===== src/rtl/swbm_pkg.sv =====
`timescale 1ns / 1ps
package swbm_pkg;

	localparam int WINDOW     = 21;
	localparam int SECTIONS   = 32;
	localparam int SAMPLE_W   = 32;
	localparam int CNT_W      = $clog2(WINDOW + 1);
	localparam int BYTE_W     = 8;
	localparam int HEADER_LEN = 4;
	localparam int WORD_BYTES = SAMPLE_W / BYTE_W;
	localparam int FRAME_LEN  = HEADER_LEN + WORD_BYTES;
	localparam int IDX_W      = $clog2(FRAME_LEN);
	localparam int BSEL_W     = $clog2(WORD_BYTES);

	localparam logic [BYTE_W-1:0] HEADER_BYTE = 8'hFF;
	localparam logic [IDX_W-1:0]  IDX_FIRST_DATA = IDX_W'(HEADER_LEN);
	localparam logic [IDX_W-1:0]  IDX_LAST = IDX_W'(FRAME_LEN - 1);

	typedef logic [SAMPLE_W-1:0] sample_t;
	typedef logic [CNT_W-1:0]    count_t;

endpackage


===== src/rtl/swbm_cell.sv =====
`timescale 1ns / 1ps
module swbm_cell (
	input  logic              clk,
	input  logic              arst_n,
	input  logic              shift,
	input  swbm_pkg::sample_t d,
	output swbm_pkg::sample_t q
);
	import swbm_pkg::*;

	sample_t word_q;

	// window slots count as zero samples until pushed out
	always_ff @(posedge clk or negedge arst_n) begin
		if (!arst_n) begin
			word_q <= '0;
		end else if (shift) begin
			word_q <= d;
		end
	end

	assign q = word_q;

endmodule


===== src/rtl/swbm_tally.sv =====
`timescale 1ns / 1ps
module swbm_tally (
	input  logic              clk,
	input  logic              arst_n,
	input  logic              shift,
	input  swbm_pkg::sample_t newest,
	input  swbm_pkg::sample_t oldest,
	output swbm_pkg::sample_t filtered
);
	import swbm_pkg::*;

	count_t cnt_q [SECTIONS];

	genvar n;
	generate
		for (n = 0; n < SAMPLE_W; n++) begin : g_lane
			if (n < SECTIONS) begin : g_cnt
				// running count of ones in this bit across the window
				always_ff @(posedge clk or negedge arst_n) begin
					if (!arst_n) begin
						cnt_q[n] <= '0;
					end else if (shift) begin
						cnt_q[n] <= cnt_q[n] + CNT_W'(newest[n]) - CNT_W'(oldest[n]);
					end
				end
				// ones > zeros, a tie gives 0
				assign filtered[n] = {cnt_q[n], 1'b0} > (CNT_W + 1)'(WINDOW);
			end else begin : g_off
				assign filtered[n] = 1'b0;
			end
		end
	endgenerate

endmodule


===== src/rtl/swbm_framer.sv =====
`timescale 1ns / 1ps
module swbm_framer (
	input  logic                      clk,
	input  logic                      arst_n,
	input  logic                      load,
	input  swbm_pkg::sample_t         word,
	input  logic                      out_stall,
	output logic                      free,
	output logic                      out_valid,
	output logic [swbm_pkg::BYTE_W-1:0] frame_byte,
	output logic                      frame_last
);
	import swbm_pkg::*;

	logic             busy_q;
	logic [IDX_W-1:0] idx_q;
	sample_t          word_q;
	logic             fire;
	logic             at_last;
	logic [IDX_W-1:0] widx;

	assign fire    = busy_q && !out_stall;
	assign at_last = idx_q == IDX_LAST;
	assign free    = !busy_q || (fire && at_last);

	always_ff @(posedge clk or negedge arst_n) begin
		if (!arst_n) begin
			busy_q <= 1'b0;
			idx_q  <= '0;
		end else if (load) begin
			busy_q <= 1'b1;
			idx_q  <= '0;
		end else if (fire) begin
			if (at_last) begin
				busy_q <= 1'b0;
			end else begin
				idx_q <= idx_q + 1'b1;
			end
		end
	end

	always_ff @(posedge clk) begin
		if (load) begin
			word_q <= word;
		end
	end

	assign widx       = idx_q - IDX_FIRST_DATA;
	assign out_valid  = busy_q;
	assign frame_last = at_last;
	assign frame_byte = (idx_q < IDX_FIRST_DATA) ? HEADER_BYTE
		: word_q[BYTE_W * widx[BSEL_W-1:0] +: BYTE_W];

endmodule


===== src/rtl/sliding_window_bit_majority_top.sv =====
`timescale 1ns / 1ps
// channel | handshake          | payload
// input   | in_valid, in_stall   | occupancy_sample
// output  | out_valid, out_stall | frame_byte, frame_last
//
// each item yields eight output bytes, one per cycle while out_stall is low; the
// byte serializer sets the sustained rate.
// first byte is offered once the item is registered in pend_q and then loaded into busy_q; the next item is
// taken while the current frame is still being sent (one accepted item waits in pend_q).
// reset clears the window and the per-section counts to zero.
// out_stall holds the current byte; in_stall rises only while an item waits for the serializer.
module sliding_window_bit_majority_top (
	input  logic                        clk,
	input  logic                        arst_n,
	input  logic                        in_valid,
	output logic                        in_stall,
	input  swbm_pkg::sample_t           occupancy_sample,
	output logic                        out_valid,
	input  logic                        out_stall,
	output logic [swbm_pkg::BYTE_W-1:0] frame_byte,
	output logic                        frame_last
);
	import swbm_pkg::*;

	sample_t win [WINDOW];
	sample_t filtered;
	logic    accept;
	logic    pend_q;
	logic    free;
	logic    load;

	assign load     = pend_q && free;
	assign in_stall = pend_q && !free;
	assign accept   = in_valid && !in_stall;

	always_ff @(posedge clk or negedge arst_n) begin
		if (!arst_n) begin
			pend_q <= 1'b0;
		end else if (accept) begin
			pend_q <= 1'b1;
		end else if (load) begin
			pend_q <= 1'b0;
		end
	end

	// newest sample enters at the top slot, slot 0 holds the oldest
	genvar k;
	generate
		for (k = 0; k < WINDOW; k++) begin : g_win
			if (k == WINDOW - 1) begin : g_head
				swbm_cell u_cell (
					.clk    (clk),
					.arst_n (arst_n),
					.shift  (accept),
					.d      (occupancy_sample),
					.q      (win[k])
				);
			end else begin : g_body
				swbm_cell u_cell (
					.clk    (clk),
					.arst_n (arst_n),
					.shift  (accept),
					.d      (win[k+1]),
					.q      (win[k])
				);
			end
		end
	endgenerate

	swbm_tally u_tally (
		.clk      (clk),
		.arst_n   (arst_n),
		.shift    (accept),
		.newest   (occupancy_sample),
		.oldest   (win[0]),
		.filtered (filtered)
	);

	swbm_framer u_framer (
		.clk        (clk),
		.arst_n     (arst_n),
		.load       (load),
		.word       (filtered),
		.out_stall  (out_stall),
		.free       (free),
		.out_valid  (out_valid),
		.frame_byte (frame_byte),
		.frame_last (frame_last)
	);

endmodule


===== config.mk =====
export PLATFORM = sky130hd
export DESIGN_NAME = sliding_window_bit_majority_top
export DESIGN_NICKNAME = d
export VERILOG_FILES = /design/src/rtl/swbm_pkg.sv /design/src/rtl/swbm_cell.sv /design/src/rtl/swbm_tally.sv /design/src/rtl/swbm_framer.sv /design/src/rtl/sliding_window_bit_majority_top.sv
export SDC_FILE = /design/constraint.sdc
export NUM_CORES = 1
export LEC_CHECK = 0
export CAP_MARGIN = 20
export CORE_UTILIZATION = 64
export DETAILED_ROUTE_END_ITERATION = 8
export DONT_BUFFER_PORTS = 1
export GPL_ROUTABILITY_DRIVEN = 0
export GPL_TIMING_DRIVEN = 0
export PLACE_DENSITY = 0.76
export REMOVE_ABC_BUFFERS = 1
export SYNTH_ARGS = -nofsm -noshare
export SYNTH_HDL_FRONTEND = slang
export SYNTH_SLANG_ARGS = --single-unit

===== constraint.sdc =====
create_clock -name clk -period 2.4 [get_ports clk]
set_input_delay 0.24 -clock clk [delete_from_list [all_inputs] [get_ports clk]]
set_output_delay 0.24 -clock clk [all_outputs]
set_load 0.01 [all_outputs]

---- After elaboration in Yosys (flattened, before gate mapping) ----
Cells that the tools add are included.
storage, ports and cells
  output and inout bits ................... 11
  latch bits .............................. 0
  bits in writable memories ............... 0
  memories kept ........................... 0
  ROM bits ................................ 0
  flip-flop bits (word level) ............. 869
operators by class
  shift-type cells ........................ 1
  order comparisons ....................... 33
  reduce and logical (&&, ||, !) cells .... 15
  bitwise gates (word level) .............. 0
  eq/ne operators ......................... 2
  multipliers ............................. 0
  add/sub/neg operators ................... 66
  divide/modulo/power cells ............... 0
  mux-type cells .......................... 9
operator list
  kind                                                           count
  greater-than comparator 6 x 5 -> 1 bit, second input constant  32
  adder 5 x 1 -> 5 bit                                           32
  subtractor 5 x 1 -> 5 bit                                      32
  indexed part select 32 x 6 -> 8 bit                            1
  2-to-1 mux 3 bit                                               3
  2-to-1 mux 8 bit                                               1
  nonzero test 2 bit                                             3
  logical AND 1 bit                                              5
  2-to-1 mux 1 bit                                               5
  logical NOT 1 bit                                              4
  AND reduction 2 bit                                            2
  adder 3 x 1 -> 3 bit, second input constant                    1
  equality test 3 bit, second input constant                     1
  < comparator 3 bit, second input constant                      1
  inequality test 2 bit, second input constant                   1
  subtractor 2 x 1 -> 2 bit, second input constant               1
  logical OR 1 bit                                               1

---- Logic depth before layout (Yosys ltp) ----
Gate-level depths: netlist (run 1).
  word-level depth ........................ 9
  mapped depth ............................ 10
  mapped depth without buffers ............ 10

---- Modules after synthesis ----
Synthesis (run 1) repeated with hierarchy kept, for this count alone.
second synthesis, totals
  cells, all modules ...................... 3024
  area total of the unflattened synthesis .. 43387.9 um2
by module, submodules not included
  module                           area an instance (um2)  times used  cells an instance
  swbm_cell                        1345.0                  21          68
  swbm_tally                       13631.8                 1           1519
  swbm_framer                      1446.4                  1           71
  sliding_window_bit_majority_top  63.8                    1           6

---- Worst setup path after synthesis (run 1) ----
Ideal clock, no wire load.
  kind .................................... flip-flop to flip-flop
  from .................................... register u_framer.idx_q[2]
  to ...................................... register u_framer.word_q[0], enable pin
  clock period less this slack ............ 2178 ps
  stages on the path, launching flop included .. 5
  data required time ...................... 2008 ps
  setup slack ............................. 222 ps
  setup time .............................. 392 ps
  arrival ................................. 1786 ps
  path buffers ............................ 0
  path through ............................ dfrtp_1 -> ha_1 -> nand2b_4 -> nand2_1 -> and2_1
between the ends
  cells in the longest elaborated chain, start to end .. 4
ends and longest elaborated chain
  what                    RTL line                               RTL
  from (decl)             swbm_framer.sv:16                      logic [IDX_W-1:0] idx_q;
  from (signal assigned)  swbm_framer.sv:37                      idx_q <= idx_q + 1'b1;
  equality test 3 bit     swbm_framer.sv:23                      assign at_last = idx_q == IDX_LAST;
  named net frame_last    sliding_window_bit_majority_top.sv:21  output logic frame_last
  logical AND 1 bit       swbm_framer.sv:24                      assign free = !busy_q || (fire && at_last);
  logical OR 1 bit        swbm_framer.sv:24
  logical AND 1 bit       sliding_window_bit_majority_top.sv:32  assign load = pend_q && free;
  named net load          sliding_window_bit_majority_top.sv:30  logic load;
  to (signal assigned)    swbm_framer.sv:44                      word_q <= word;
  to (decl)               swbm_framer.sv:17                      sample_t word_q;
The timed path passes the listed nets, and every way through them passes these cells.
A chain may end at the register's enable or synchronous reset.

---- Final worst setup path (run 1) ----
  from .................................... register u_framer.idx_q[0]
  to ...................................... register g_win[0].g_body.u_cell.word_q[10]
between the ends
  cells in the longest elaborated chain, start to end .. 7
ends and longest elaborated chain
  what                  RTL line                               RTL
  equality test 3 bit   swbm_framer.sv:23
  named net frame_last  sliding_window_bit_majority_top.sv:21
  logical AND 1 bit     swbm_framer.sv:24
  logical OR 1 bit      swbm_framer.sv:24
  logical NOT 1 bit     sliding_window_bit_majority_top.sv:33  assign in_stall = pend_q && !free;
  logical AND 1 bit     sliding_window_bit_majority_top.sv:33
  logical NOT 1 bit     sliding_window_bit_majority_top.sv:34  assign accept = in_valid && !in_stall;
  logical AND 1 bit     sliding_window_bit_majority_top.sv:34
  to (signal assigned)  swbm_cell.sv:16                        word_q <= '0;
  to (signal assigned)  swbm_cell.sv:18                        word_q <= d;
  to (decl)             swbm_cell.sv:11                        sample_t word_q;
The timed path passes the listed nets, and every way through them passes these cells.

==> results of run 1 <==
==> state kept, by name, indices dropped and copies added, names as in the netlist <==
| signal | cells |
|---|---|
| g_win.g_body.u_cell.q | 640 |
| u_framer.word_q | 32 |
| u_framer.idx_q | 3 |
| pend_q | 1 |
| u_tally.cnt_q | 160 |
| g_win.g_head.u_cell.q | 32 |
| u_framer.out_valid | 1 |
==> per-layer routing <==
metal  vias up  wire length, um  part of all wire (%)  GRT usage [%]
met5         -                0                     0              0
met4         0             1400                   2.0           6.48
met3        98             2420                   3.4           3.84
met2       239            33500                    48           34.3
met1     10800            33100                    47           31.3
li1       9653                -                     -              -
==> worst paths after layout <==
check                                   from                            to  slack [ns]  depth (start not counted)
setup / recovery           u_framer.idx_q[0]  g_win[0].g_body.u_cell.q[10]       -0.02                         10
setup reg to reg           u_framer.idx_q[0]  g_win[0].g_body.u_cell.q[10]       -0.02                         10
hold reg to reg            u_tally.cnt_q[39]             u_tally.cnt_q[39]        0.48                          2
max in group asynchronous             arst_n             u_tally.cnt_q[41]        0.36                          0
min in group clk                   out_stall            u_framer.out_valid        0.23                          5
hold / removal                        arst_n  g_win[10].g_body.u_cell.q[0]       -0.67                          0
==> metrics by stage <==
stage / instances / utilization [%] / setup TNS, ns / power, mW / hold WS [ns]
2_1_floorplan: 2653 / - / -7727.42 / 31.9 / -0.0556
3_3_place_gp: 3508 / 63.9 / -9651.11 / 33.8 / -0.00638
3_5_place_dp: 3528 / 64.7 / -939.68 / 34.0 / -0.0194
4_1_cts: 3786 / 72.1 / -0.0129 / 49.5 / -0.696
5_1_grt: 3815 / 72.8 / -9.16 / 52.5 / -0.689
6_report: 3815 / 72.8 / -0.0839 / 49.3 / -0.666
==> logic make-up (layout without fill, tap and decap cells) <==
logic type / after synthesis / count (layout) / share of synthesized area, %
flops: 869 / 869 / 52.2
xor+xnor: 96 / 96 / 2.00
mux: 731 / 731 / 26.3
compound gates: 296 / 297 / 3.91
buf+inv: 377 / 577 / 6.64
fa+ha+maj: 226 / 226 / 7.31
simple gates: 164 / 164 / 1.64
==> repair_timing <==
| action | in CTS | in global routing |
|---|---|---|
| cloned | 34 | 9 |
| hold endpoints to repair | 905 | 837 |
| gates resized for setup | 28 | 34 |
| pin swaps | 2 | 1 |
| buffers inserted | 30 | 20 |
| setup endpoints to repair | 873 | 458 |
==> final cells by class <==
cell class / count / area (um^2) / share of cell area (%)
Tap cell: 855 / 1070 / 2.28
Clock buffer: 132 / 2660 / 5.66
Multi-Input combinational cell: 1514 / 17300 / 36.9
Inverter: 271 / 1020 / 2.16
Timing Repair Buffer: 146 / 2570 / 5.46
Sequential cell: 869 / 21900 / 46.6
Clock inverter: 28 / 444 / 0.945
==> layout by cell type, fill, tap and decap left out, types with 17 or more instances in the layout <==
cell | synthesis | layout
nand2b_1 | 22 | 18
inv_1 | 271 | 271
mux2_4 | 723 | 723
o21ai_1 | 20 | 24
a21o_1 | 52 | 52
nor2_1 | 46 | 45
clkbuf_1 | 8 | 17
buf_4 | 0 | 36
buf_16 | 0 | 43
fa_1 | 32 | 32
nand2_1 | 91 | 89
clkbuf_8 | 0 | 25
dfrtp_1 | 837 | 834
dlygate4sd3_1 | 0 | 34
clkbuf_16 | 0 | 99
a21oi_1 | 116 | 115
o21ai_0 | 102 | 97
ha_1 | 194 | 192
xor2_1 | 83 | 83
edfxtp_1 | 32 | 32
==> report_power, final <==
| group | leakage (nW) | internal [mW] | switching (mW) | total (mW) |
|---|---|---|---|---|
| combinational | 12.5 | 8.15 | 6.91 | 15.1 |
| clock | 1.53 | 8.84 | 5.63 | 14.5 |
| sequential | 11.5 | 17.7 | 2.10 | 19.8 |
==> qor.csv, run 1 <==
metric,value,unit
status,"finished, violations left",
violations,"negative hold slack, max-slew violations, negative setup slack",
p_leak,25.5,nW
ys_ff_latch,869,
path_clk_slew,0.06,ns
n_antenna_cell,0,
postRouteWirelength,70400,um
clock-root-buffer,clkbuf_16,
htreeDepth,3,
rsz0062_at_grt,yes,
clock_sinks,869,
core,64600,um^2
yosys.area.top_type,dfrtp_1,
yosys_warnings,0,
antenna_found_initial,1,
end_kind,register,
crit_top_cell,buf_16,
timing.slew.headroom,-131,%
synthTopCellsByCount,"dfrtp_1 (837), mux2_4 (723), inv_1 (271), ha_1 (194), a21oi_1 (116)",
fp.dieH,258,um
synth_edf_count,32,
grt_pass1_wl,119000,um
syn_avg_cell_area,15.2,um^2
crit_fanout,7,
ys_types,27,
hpwl,37900,um
drv_cap,0,
placed_area,41800,um^2
avgViaCountPerCell,5.44,
fin_ws,-0.0196,ns
ios,47,
grt_pass1_vias,23000,
required,2.91,ns
startpoint_type,register,
synth_ff_type,dfrtp_1,
crit_chain,ha_4 > ha_4 > nand2b_4 > a31o_4 > buf_16 > buf_16 > buf_16 > buf_12 > clkbuf_16 > mux2_4,
fill_cells,3864,
clockBufferDepth,3,
fin_crit_sh,101,%
yosysMostFrequentCell,dfrtp_1,
slowest_delay,0.50,ns
synthCells,2759,
final_cell_area,47000,um^2
worst_pin_slew,3.47,ns
ant_nets,0,
yosysSeqAreaShare,52.2,%
max-vdd-ir-drop,0.000709,V
die-area,66600,um^2
timing_hold_violations_final,572,
slowest_stage,dfrtp_4,
track_usage,21.8,%
cpLargestDelayFamily,buffers and inverters,
power.density,1050,nW/um^2
hold_buffers,34,
drtPass1Iterations,4,
pre_cts_ws,-1.61,ns
die_w,258,um
synth-async-reset-ratio,96.3,%
syn2layout_area_growth,12.0,%
num_rows,93,
setup.worst_path.class,register to register,
cp.buffers_inverters,5,
insertion_delay,0.63,ns
overflow,0,
maxSlewViolCount,562,
layout_min_cycle_time,2.42,ns
port_buffers,0,
hold_path.class,input pin to asynchronous set/reset pin,
wire_per_inst,18.5,um
skew,0.0139,ns
crit_arrival,2.93,ns
cts_made_buffers,88,
cts_tree,built,
drt_iter0_markers,1152,
num_vias,20800,
ys_top_cells_by_area,"dfrtp_1 (50%), mux2_4 (26%), ha_1 (5.8%)",
grt_max_degree,838,
setup_viol,8,
synth_top_area_share,49.9,%
remaining_drc_errors,0,
final_nets,3152,
start_util,65.0,%
drive_above_1_share,34.0,%
max_freq,413,MHz
syn_area,42000,um^2
whs,-0.666,ns
Power figures use the tool's default switching activity.
==> inputs of run 2 (changes only) <==
PLACE_DENSITY = 0.87   (was 0.76)
==> qor.csv, run 2 (same netlist as run 1, synthesis figures left out) <==
metric,value,unit
gr-usage-met1,31.7,%
drv_cap,0,
cp.buffers_inverters,5,
grt.met2_usage,39.3,%
syn2layout_area_growth,10.9,%
clock-root-buffer,clkbuf_16,
maxSlewViolCount,0,
final_cell_area,46600,um^2
busiest_layer,met2,
avgViaCountPerCell,5.63,
drive_above_1_share,32.8,%
setup.worst_path.class,register to register,
fin_crit_sh,103,%
fill_cells,3646,
fin_tns_setup,-1.71,ns
htreeDepth,3,
max_freq,406,MHz
start_util,65.0,%
max-vdd-ir-drop,0.000668,V
final_common_cell,dfrtp_1,
remaining_drc_errors,0,
violations,"negative hold slack, negative setup slack",
pre_cts_ws,-1.73,ns
final_nets,3118,
worst_pin_slew,1.37,ns
required,2.90,ns
num_rows,93,
die-area,66600,um^2
slowest_stage,dfrtp_4,
cts_made_buffers,87,
p_leak,25.3,nW
grt_pass1_wl,128000,um
end_kind,register,
skew,0.0200,ns
cpLargestDelayFamily,buffers and inverters,
crit_chain,ha_4 > ha_4 > nand2b_4 > a31o_4 > buf_16 > buf_16 > buf_16 > buf_16 > buf_4 > mux2_4,
whs,-0.686,ns
hold_path.class,input pin to asynchronous set/reset pin,
crit_top_cell,buf_16,
n_antenna_cell,0,
slowest_delay,0.49,ns
postRouteWirelength,77600,um
power.density,1080,nW/um^2
placed_area,41800,um^2
overflow,0,
clockBufferDepth,3,
crit_fanout,14,
setup_viol,53,
drt_iter0_markers,1476,
grt_pass1_vias,24100,
fin_ws,-0.0629,ns
timing_hold_violations_final,354,
fp.dieH,258,um
clock_sinks,869,
insertion_delay,0.63,ns
hpwl,39800,um
track_usage,23.9,%
hold_buffers,34,
largest_reg_flops,640,
rsz0062_at_grt,yes,
die_w,258,um
num_vias,21300,
status,"finished, violations left",
drtPass1Iterations,5,
antenna_found_initial,4,
layout_min_cycle_time,2.46,ns
cts_tree,built,
timing.slew.headroom,8.88,%
ios,47,
path_clk_slew,0.06,ns
mostFrequentLayoutCells,"dfrtp_1 (834), mux2_4 (723), inv_1 (271)",
crit_arrival,2.97,ns
use_met3,4.73,%
startpoint_type,register,
wire_per_inst,20.5,um
core,64600,um^2
port_buffers,0,
grt_max_degree,838,
ant_nets,0,
[run 2: cell types whose count changed in the layout (fill, tap and decap cells not counted), moves of 3 or more]
| cell | delta |
|---|---|
| nand2b_2 | -4 |
| buf_12 | -3 |
| clkbuf_8 | -10 |
| buf_16 | -8 |
| clkbuf_16 | -3 |
| bufbuf_16 | +7 |
| buf_4 | -21 |
| nand2b_1 | +4 |
| o21ai_0 | +3 |
| buf_6 | -3 |
[run 2: cell type report]
cell class              instances  area [um^2]  area share (%)
inverters                     271         1020            2.18
flip-flops and latches        869        21900            47.1
multi-input cells            1514        17300            37.2
well taps                     855         1070            2.30
clock buffers                 122         2540            5.46
repair buffers                113         2210            4.74
clock inverters                33          498            1.07
[run 2: where the power goes]
group | switching [mW] | internal, mW | total (mW)
clock | 5.78 | 8.69 | 14.5
combinational | 7.84 | 8.15 | 16.0
sequential | 2.21 | 17.7 | 19.9
total | 15.8 | 34.5 | 50.4
[run 2: final timing paths]
check / endpoint / startpoint / slack (ns) / depth (start not counted)
max in group asynchronous: u_framer.idx_q[0] / arst_n / 0.59 / 2
worst min-delay path: g_win[11].g_body.u_cell.q[25] / arst_n / -0.69 / 0
worst min register to register: u_tally.cnt_q[39] / u_tally.cnt_q[39] / 0.48 / 2
min in group clk: u_framer.idx_q[2] / out_stall / 0.09 / 3
worst max register to register: g_win[0].g_body.u_cell.q[17] / u_framer.idx_q[0] / -0.06 / 10
worst max-delay path: g_win[0].g_body.u_cell.q[17] / u_framer.idx_q[0] / -0.06 / 10
[run 2: repair_timing]
item,CTS,global route
pin swaps,1,1
endpoints found under the hold margin,906,323
resized for setup,30,9
endpoints found under the setup margin,852,340
buffers inserted,20,3
gates cloned,30,5
[run 2: metal layers]
metal	vias up	wire, um
met5	-	49
met4	6	2520
met3	216	3260
met2	421	38300
met1	11100	33400
li1	9554	-
[run 2: worst reg2reg max path: stages, from the launching register on]
cell and delay (ns):
dfrtp_4 0.49, ha_4 0.17, ha_4 0.19, nand2b_4 0.10, a31o_4 0.21, buf_16 0.12
buf_16 0.13, buf_16 0.16, buf_16 0.15, buf_4 0.29, mux2_4 0.34
[run 2: per-stage QoR]
step	cells	total power [mW]	utilization, %
after global routing	3777	53.1	72.1
final	3777	50.4	72.1
after CTS	3766	49.7	71.7
after floorplan	2653	31.9	-
after global placement	3508	33.7	63.9
after detailed placement	3528	34.2	64.7
